==> src/rtl/tnlh_pkg.sv <==
`timescale 1ns / 1ps
// Types and constants of the two-neighbour lock handshake node.
// No dependencies; imported by two_neighbour_lock_handshake.
package tnlh_pkg;

	// number of nodes in the ring; request origins at or above it are dropped
	localparam int NodeCount = 16;

	// input item kinds
	typedef enum logic [2:0] {
		K_REQUEST   = 3'd0,
		K_GRANT     = 3'd1,
		K_OTHER     = 3'd2,
		K_ALARM     = 3'd3,
		K_START_PRI = 3'd4,
		K_START_ALT = 3'd5
	} kind_t;

	// emitted message kinds
	typedef enum logic [1:0] {
		MK_NONE    = 2'd0,
		MK_GRANT   = 2'd1,
		MK_REQUEST = 2'd2,
		MK_SIGNUP  = 2'd3
	} msg_kind_t;

	// node phases
	typedef enum logic [4:0] {
		P_IDLE      = 5'd0,
		P_LOCKED    = 5'd1,
		P_PRI_REQ   = 5'd2,
		P_PRI_FRONT = 5'd3,
		P_BOTH      = 5'd4,
		P_ALT_REQ   = 5'd6,
		P_ALT_FRONT = 5'd7,
		P_FAIL      = 5'd9,
		P_SUCC      = 5'd10,
		P_PRI_BACK  = 5'd13,
		P_ALT_BACK  = 5'd17
	} phase_t;

	// configuration register indexes
	typedef enum logic [2:0] {
		R_OWN_ID     = 3'd0,
		R_FRONT      = 3'd1,
		R_BACK       = 3'd2,
		R_FRONT_ALT  = 3'd3,
		R_BACK_ALT   = 3'd4,
		R_INIT_EN    = 3'd5,
		R_ONE_DIR    = 3'd6
	} reg_index_t;

	// result slot index and count
	typedef logic [1:0] slot_t;

endpackage

==> src/rtl/two_neighbour_lock_handshake.sv <==
`timescale 1ns / 1ps
// One node of a two-neighbour lock handshake: input register, decode, result register.
// Depends on tnlh_pkg.
//
// Usage:
//   Input channel (in_valid/in_ready) carries one event: a lock message
//   (request, grant, other), an alarm tick or a start event. Each event gives
//   one to three results on the output channel (out_valid/out_ready); last
//   marks the final result of an event.
//   Configuration: cfg_write with cfg_index/cfg_data writes one register. The user must
//   write only while no event is in flight; the block itself does not enforce it.
//   Each result goes from the event in the input register into the result register.
//   Throughput: one result per cycle while out_ready is high. Results per event:
//   one for most events, two for a granted request, three for an accepted
//   start.
//   The next event is taken in the same cycle that the last result of the
//   current one moves into the output register.
//   Reset: phase returns to idle, configuration registers and slot counter clear, both channels empty.
//   Stall: when out_ready is low the result holds, the event in the input
//   register waits, and in_ready drops once that register is occupied.
module two_neighbour_lock_handshake
	import tnlh_pkg::*;
(
	input  logic              clk,
	input  logic              arst_n,
	// configuration
	input  logic              cfg_write,
	input  logic [2:0]        cfg_index,
	input  logic [3:0]        cfg_data,
	// event input
	input  logic              in_valid,
	output logic              in_ready,
	input  logic [2:0]        kind,
	input  logic signed [4:0] origin_node,
	input  logic signed [4:0] session_tag,
	// result output
	output logic              out_valid,
	input  logic              out_ready,
	output logic [1:0]        msg_kind,
	output logic [3:0]        target_node,
	output logic [3:0]        session_out,
	output logic              handled,
	output logic              protocol_error,
	output logic              last
);

	// configuration registers
	logic [3:0] own_id_q, front_q, back_q, front_alt_q, back_alt_q;
	logic       init_en_q, one_dir_q;

	// node state
	phase_t phase_q, phase_next;

	// input stage
	logic              valid_s1;
	logic [2:0]        kind_s1;
	logic signed [4:0] origin_s1;
	logic signed [4:0] session_s1;
	slot_t             idx_q;

	// result register
	logic       out_valid_q;
	logic [1:0] msg_kind_q;
	logic [3:0] target_q, session_q;
	logic       handled_q, err_q, last_q;

	// decode
	logic       sess_ok, orig_ok, terminal;
	logic [3:0] orig_id;
	logic [3:0] first_id, second_id;
	logic       has_first, has_second;
	phase_t     to_first, to_second;
	logic       grant_hit, match_first, match_second, grant_bad;
	logic       req_take, pair_diff, use_alt, start_go;
	logic       res_handled, res_err;
	slot_t      res_n;
	logic [1:0] res_mk [3];
	logic [3:0] res_tg [3];
	logic [3:0] res_ss [3];
	logic       out_free, adv, is_last, s1_done;

	// configuration writes
	always_ff @(posedge clk or negedge arst_n) begin
		if (!arst_n) begin
			own_id_q    <= '0;
			front_q     <= '0;
			back_q      <= '0;
			front_alt_q <= '0;
			back_alt_q  <= '0;
			init_en_q   <= 1'b0;
			one_dir_q   <= 1'b0;
		end else if (cfg_write) begin
			case (cfg_index)
				R_OWN_ID:    own_id_q    <= cfg_data;
				R_FRONT:     front_q     <= cfg_data;
				R_BACK:      back_q      <= cfg_data;
				R_FRONT_ALT: front_alt_q <= cfg_data;
				R_BACK_ALT:  back_alt_q  <= cfg_data;
				R_INIT_EN:   init_en_q   <= cfg_data[0];
				R_ONE_DIR:   one_dir_q   <= cfg_data[0];
				default: ;
			endcase
		end
	end

	// basic field checks
	assign sess_ok  = !session_s1[4];
	assign orig_ok  = !origin_s1[4];
	assign orig_id  = origin_s1[3:0];
	assign terminal = (phase_q == P_FAIL) || (phase_q == P_SUCC);

	// grants awaited in each phase
	always_comb begin
		first_id   = '0;
		second_id  = '0;
		has_first  = 1'b0;
		has_second = 1'b0;
		to_first   = P_BOTH;
		to_second  = P_BOTH;
		case (phase_q)
			P_PRI_REQ: begin
				first_id   = front_q;
				has_first  = 1'b1;
				to_first   = P_PRI_FRONT;
				second_id  = back_q;
				has_second = 1'b1;
				to_second  = P_PRI_BACK;
			end
			P_PRI_FRONT: begin
				first_id  = back_q;
				has_first = 1'b1;
			end
			P_PRI_BACK: begin
				first_id  = front_q;
				has_first = 1'b1;
			end
			P_ALT_REQ: begin
				first_id   = front_alt_q;
				has_first  = 1'b1;
				to_first   = P_ALT_FRONT;
				second_id  = back_alt_q;
				has_second = 1'b1;
				to_second  = P_ALT_BACK;
			end
			P_ALT_FRONT: begin
				first_id  = back_alt_q;
				has_first = 1'b1;
			end
			P_ALT_BACK: begin
				first_id  = front_alt_q;
				has_first = 1'b1;
			end
			default: ;
		endcase
	end

	// grant, request and start qualifiers
	assign grant_hit    = (kind_s1 == K_GRANT) && has_first && sess_ok;
	assign match_first  = orig_ok && (orig_id == first_id);
	assign match_second = has_second && orig_ok && (orig_id == second_id);
	assign grant_bad    = grant_hit && !match_first && !match_second;
	assign req_take     = (phase_q == P_IDLE) && (kind_s1 == K_REQUEST) && sess_ok && orig_ok
		&& (int'(orig_id) < NodeCount);
	assign pair_diff    = (front_q != front_alt_q) || (back_q != back_alt_q);
	assign use_alt      = (kind_s1 == K_START_ALT);
	assign start_go     = (phase_q == P_IDLE) && init_en_q
		&& ((kind_s1 == K_START_PRI) || (use_alt && pair_diff));

	// next phase
	always_comb begin
		phase_next = phase_q;
		case (kind_s1)
			K_REQUEST, K_GRANT, K_OTHER: begin
				if (req_take) begin
					phase_next = P_LOCKED;
				end else if (grant_hit && match_first) begin
					phase_next = to_first;
				end else if (grant_hit && match_second) begin
					phase_next = to_second;
				end
			end
			K_ALARM: begin
				if (one_dir_q && phase_q == P_BOTH) begin
					phase_next = P_SUCC;
				end else if (one_dir_q && phase_q != P_LOCKED) begin
					phase_next = P_FAIL;
				end else begin
					phase_next = P_IDLE;
				end
			end
			K_START_PRI, K_START_ALT: begin
				if (start_go) begin
					phase_next = use_alt ? P_ALT_REQ : P_PRI_REQ;
				end
			end
			default: ;
		endcase
	end

	// result list of the current event
	always_comb begin
		res_handled = 1'b0;
		res_err     = 1'b0;
		res_n       = 2'd1;
		for (int i = 0; i < 3; i++) begin
			res_mk[i] = MK_NONE;
			res_tg[i] = '0;
			res_ss[i] = '0;
		end
		case (kind_s1)
			K_REQUEST, K_GRANT, K_OTHER: begin
				res_handled = !terminal && !grant_bad;
				res_err     = terminal || grant_bad;
				if (req_take) begin
					res_n     = 2'd2;
					res_mk[0] = MK_GRANT;
					res_tg[0] = orig_id;
					res_ss[0] = orig_id;
					res_mk[1] = MK_SIGNUP;
					res_ss[1] = orig_id;
				end
			end
			K_ALARM: begin
				res_handled = 1'b1;
			end
			K_START_PRI, K_START_ALT: begin
				res_handled = start_go;
				if (start_go) begin
					res_n     = 2'd3;
					res_mk[0] = MK_REQUEST;
					res_tg[0] = use_alt ? front_alt_q : front_q;
					res_ss[0] = own_id_q;
					res_mk[1] = MK_REQUEST;
					res_tg[1] = use_alt ? back_alt_q : back_q;
					res_ss[1] = own_id_q;
					res_mk[2] = MK_SIGNUP;
					res_ss[2] = own_id_q;
				end
			end
			default: ;
		endcase
	end

	// flow control
	assign out_free = !out_valid_q || out_ready;
	assign adv      = valid_s1 && out_free;
	assign is_last  = (idx_q == res_n - 2'd1);
	assign s1_done  = adv && is_last;
	assign in_ready = !valid_s1 || s1_done;

	// input stage, slot counter and phase
	always_ff @(posedge clk or negedge arst_n) begin
		if (!arst_n) begin
			valid_s1 <= 1'b0;
			idx_q    <= '0;
			phase_q  <= P_IDLE;
		end else begin
			if (in_ready) begin
				valid_s1 <= in_valid;
			end
			if (s1_done) begin
				idx_q   <= '0;
				phase_q <= phase_next;
			end else if (adv) begin
				idx_q <= idx_q + 2'd1;
			end
		end
	end

	// input payload
	always_ff @(posedge clk) begin
		if (in_ready && in_valid) begin
			kind_s1    <= kind;
			origin_s1  <= origin_node;
			session_s1 <= session_tag;
		end
	end

	// result register valid
	always_ff @(posedge clk or negedge arst_n) begin
		if (!arst_n) begin
			out_valid_q <= 1'b0;
		end else if (out_free) begin
			out_valid_q <= valid_s1;
		end
	end

	// result register payload
	always_ff @(posedge clk) begin
		if (adv) begin
			msg_kind_q <= res_mk[idx_q];
			target_q   <= res_tg[idx_q];
			session_q  <= res_ss[idx_q];
			handled_q  <= res_handled;
			err_q      <= res_err;
			last_q     <= is_last;
		end
	end

	assign out_valid      = out_valid_q;
	assign msg_kind       = msg_kind_q;
	assign target_node    = target_q;
	assign session_out    = session_q;
	assign handled        = handled_q;
	assign protocol_error = err_q;
	assign last           = last_q;

	// slot counter stays inside the result list
	a_idx_range: assert property (@(posedge clk) disable iff (!arst_n)
		valid_s1 |-> (idx_q < res_n))
		else $error("result slot beyond result count");

	// slot counter rests at zero between events
	a_idx_idle: assert property (@(posedge clk) disable iff (!arst_n)
		!valid_s1 |-> (idx_q == 2'd0))
		else $error("result slot not cleared");

	// an unfinished event holds its place in the input stage
	a_hold_event: assert property (@(posedge clk) disable iff (!arst_n)
		(valid_s1 && !s1_done) |=> (valid_s1 && $stable(kind_s1) && $stable(phase_q)))
		else $error("event left input stage early");

	// handled and protocol error never appear together
	a_flags: assert property (@(posedge clk) disable iff (!arst_n)
		out_valid_q |-> !(handled_q && err_q))
		else $error("handled and error both set");

endmodule

==> config.mk <==
export PLATFORM = sky130hd
export DESIGN_NAME = two_neighbour_lock_handshake
export DESIGN_NICKNAME = d
export VERILOG_FILES = /design/src/rtl/tnlh_pkg.sv /design/src/rtl/two_neighbour_lock_handshake.sv
export SDC_FILE = /design/constraint.sdc
export NUM_CORES = 1
export LEC_CHECK = 0
export ABC_AREA = 1
export BUFFER_PORTS_ARGS = -buffer_cell sky130_fd_sc_hd__buf_2
export CORE_UTILIZATION = 58
export DETAILED_ROUTE_END_ITERATION = 6
export MAX_ROUTING_LAYER = met4
export PLACE_DENSITY = 0.77
export RECOVER_POWER = 100
export SLEW_MARGIN = 25
export SYNTH_ARGS = -nofsm -noshare
export SYNTH_HDL_FRONTEND = slang
export SYNTH_SLANG_ARGS = --single-unit
==> constraint.sdc <==
create_clock -name clk -period 2.7 [get_ports clk]
set_input_delay 0.27 -clock clk [delete_from_list [all_inputs] [get_ports clk]]
set_output_delay 0.27 -clock clk [all_outputs]
set_load 0.02 [all_outputs]
==> reports/qor.csv <==
stage;metric;value;unit
sta;grt_setup_unrepaired;no;
sta;worstMarginPinSlew;1.65;ns
cts;clkTransAtPathRegs;0.11;ns
sta;min_period_over_period;0.930;
synthesis;synthesis.nets;423;
synthesis;synth_sequential_area_ratio;0.471;
cts;cts_tree;built;
status;status;complete, but fails checks;
setup_path;cp-start-kind;flop;
setup_path;path_cells;inv_1 -> nand3_2 -> nor4_4 -> inv_2 -> nand2_1 -> nand2_1 -> nand4_4 -> nand2_1 -> buf_2;
sta;setup_viol;0;
finish;stdcell_area;0.00340;mm²
synthesis;syn_inst;398;
pwr;vdd_drop_max;0.391;mV
cts;cts.htree.levels;2;
routing;dr.pass1.iters;5;
pwr;p_per_area;886;mW/mm²
placed_design;dp_hpwl;5580;µm
placed_design;place.gp.congestion;0.884;
synthesis;ys_types;35;
sta;max_slew_margin;-0.0967;
synthesis;synth_area_leader_cell;dfrtp_1;
die;die_w;74.5;µm
setup_path;path_max_fanout;12;
finish;nNetsFinal;467;
placed_design;place_area;0.00333;mm²
sta;fmax;398;MHz
routing;drt_iter0_drc;231;
setup_path;slowest_delay;0.42;ns
die;die_area;0.00555;mm²
synthesis;mappedNetlistArea;0.00305;mm²
sta;timing.hold.ws;0.125;ns
synthesis;synth_top_area_frac;0.255;
flow_run;cap_violations;1;
die;start_util;0.600;
die;design.core.area;0.00507;mm²
setup_path;crit_top_cell;nand2_1;
cts;cts-buffers-inserted;5;
cts;clock-sinks;53;
synthesis;syn_area_per_cell;7.65;µm²
cts;cts-root-buf;clkbuf_8;
cts;insertion_delay;0.31;ns
synthesis;synth-edff-count;22;
grt;grt_first_pass_wirelength;11300;µm
sta;fin_skew;0.0102;ns
routing;vias;2760;
synthesis;async_flop_share;0.585;
routing;routed_wl;7070;µm
status;violations;capacitance limit, slew limit;
setup_path;path_class;flop to primary output;
synthesis;synth_top_flop_cell;dfrtp_1;
sta;min_period;2.51;ns
routing;viasPerCell;5.38;
die;rows;26;
sta;hold_viol;0;
synthesis;ys_ff_latch;53;
finish;antennaDiodeCount;0;
placed_design;dpl.cell_count;503;
synthesis;synth_most_common_cell;nand2_1;
placed_design;port_buffers;35;
setup_path;cp-end-kind;primary output;
finish;fin_cells;513;
sta;tns;0;ns
grt;grt_max_degree;32;
synthesis;yosysWarnings;0;
cts;clockBufferDepth;2;
synthesis;synth_commonest_cells;nand2_1 (121), inv_1 (48), nand3_1 (35), nor2_1 (35), o21ai_0 (33);
grt;overflow;0;
routing;drc_errors;0;
routing;wl_per_cell;13.8;µm
grt;track_usage;0.283;
setup_path;crit_required;2.43;ns
min_path;hold_class;primary input to flop;
die;die_h;74.5;µm
grt;grt_pass1_vias;2430;
setup_path;critical-path-slowest-cell;dfrtp_1;
die;io-pin-count;40;
routing;final_antenna_net_count;0;
grt;antenna_found_initial;0;
sta;final_max_slew_viol_count;32;
setup_path;crit_arrival;2.24;ns
finish;layout-drive-gt1-share;0.122;
pwr;leakagePower;1.61;nW
finish;synthToLayoutAreaGrowth;11.5;%
synthesis;synth.area.top_cells;dfrtp_1 (25%), edfxtp_1 (22%), nand2_1 (15%);
==> power breakdown <==
| part | internal, W | switching (W) | total [W] |
|---|---|---|---|
| logic | 0.000379 | 0.000825 | 0.00120 |
| registers | 0.00110 | 0.000225 | 0.00132 |
| clock network | 0.000196 | 0.000285 | 0.000482 |
| total | 0.00167 | 0.00134 | 0.00301 |
==> critical path, delay by kind of cell (launching register included) <==
family | cells | cell delay [ns]
and+or+nand+nor | 6 | 0.97
buffers and inverters | 3 | 0.56
DFF | 1 | 0.42
==> final timing paths <==
path,slack [ns],depth (start not counted),to,start
min reg2reg,0.51,2,out_valid$_DFFE_PN0N_,out_valid$_DFFE_PN0N_
min,0.12,1,origin_s1[1]$_DFFE_PP_,origin_node[1]
max,0.19,9,in_ready,phase_q[4]$_DFFE_PN0P_
max in group asynchronous,1.39,1,front_q[1]$_DFFE_PN0P_,arst_n
min in group asynchronous,0.36,1,phase_q[0]$_DFFE_PN0P_,arst_n
max reg2reg,0.28,16,phase_q[2]$_DFFE_PN0P_,phase_q[4]$_DFFE_PN0P_
==> area by class of cell <==
class	count	area, µm²
fillers	467	1680
flip-flops and latches	53	1440
multi-input cells	286	1380
inverters	54	204
repair buffers	42	198
well taps	70	87.6
clock buffers	5	68.8
clock inverters	3	28.8
==> metrics by stage <==
| step | power, W | util | setup WS (ns) |
|---|---|---|---|
| global route | 0.00325 | 0.670 | 0.0514 |
| finish | 0.00301 | 0.670 | 0.188 |
| CTS | 0.00305 | 0.675 | 0.145 |
| detailed placement | 0.00257 | 0.655 | 0.418 |
| global placement | 0.00254 | 0.655 | 0.438 |
| floorplan | 0.00220 | - | 0.362 |
==> cell families (layout without fill, tap and decap cells) <==
| family | Yosys count | after routing | share of synthesized area |
|---|---|---|---|
| xor+xnor | 3 | 3 | 0.00863 |
| buf+inv | 59 | 104 | 0.0739 |
| simple gates | 223 | 223 | 0.335 |
| compound gates | 60 | 60 | 0.111 |
| flops | 53 | 53 | 0.471 |
==> layout by cell type, fill, tap and decap left out, drive strengths merged, types with 5 or more instances in the layout <==
cell type and instances:
or2 5, nand3 37, dfrtp 31, nand4 9, nand2 123, o21ai 36, inv 55, nor2 44
clkbuf 24, a21oi 10, buf 23, edfxtp 22
==> layer usage <==
layer,part of all wire,GRT usage
met1,0.42,0.358
met5,0,-
met4,0.011,0.0713
met3,0.059,0.0474
met2,0.51,0.472
==> state kept, by name, summed over array words and instances (netlist names) <==
register	count
origin_s1	5
phase_q	5
back_alt_q	4
back_q	4
front_alt_q	4
front_q	4
own_id_q	4
session_out	4
target_node	4
kind_s1	3
idx_q	2
msg_kind	2
handled	1
init_en_q	1
last	1
one_dir_q	1
out_valid	1
protocol_error	1
session_s1	1
valid_s1	1
==> what timing repair did <==
item                                   4_1_cts  5_1_grt
setup endpoints to repair                    0        1
endpoints found under the hold margin        0        0
hold buffers                                 0        0
resized for setup                            0        0
setup buffers                                0        2
(Power assumes the default switching activity.)
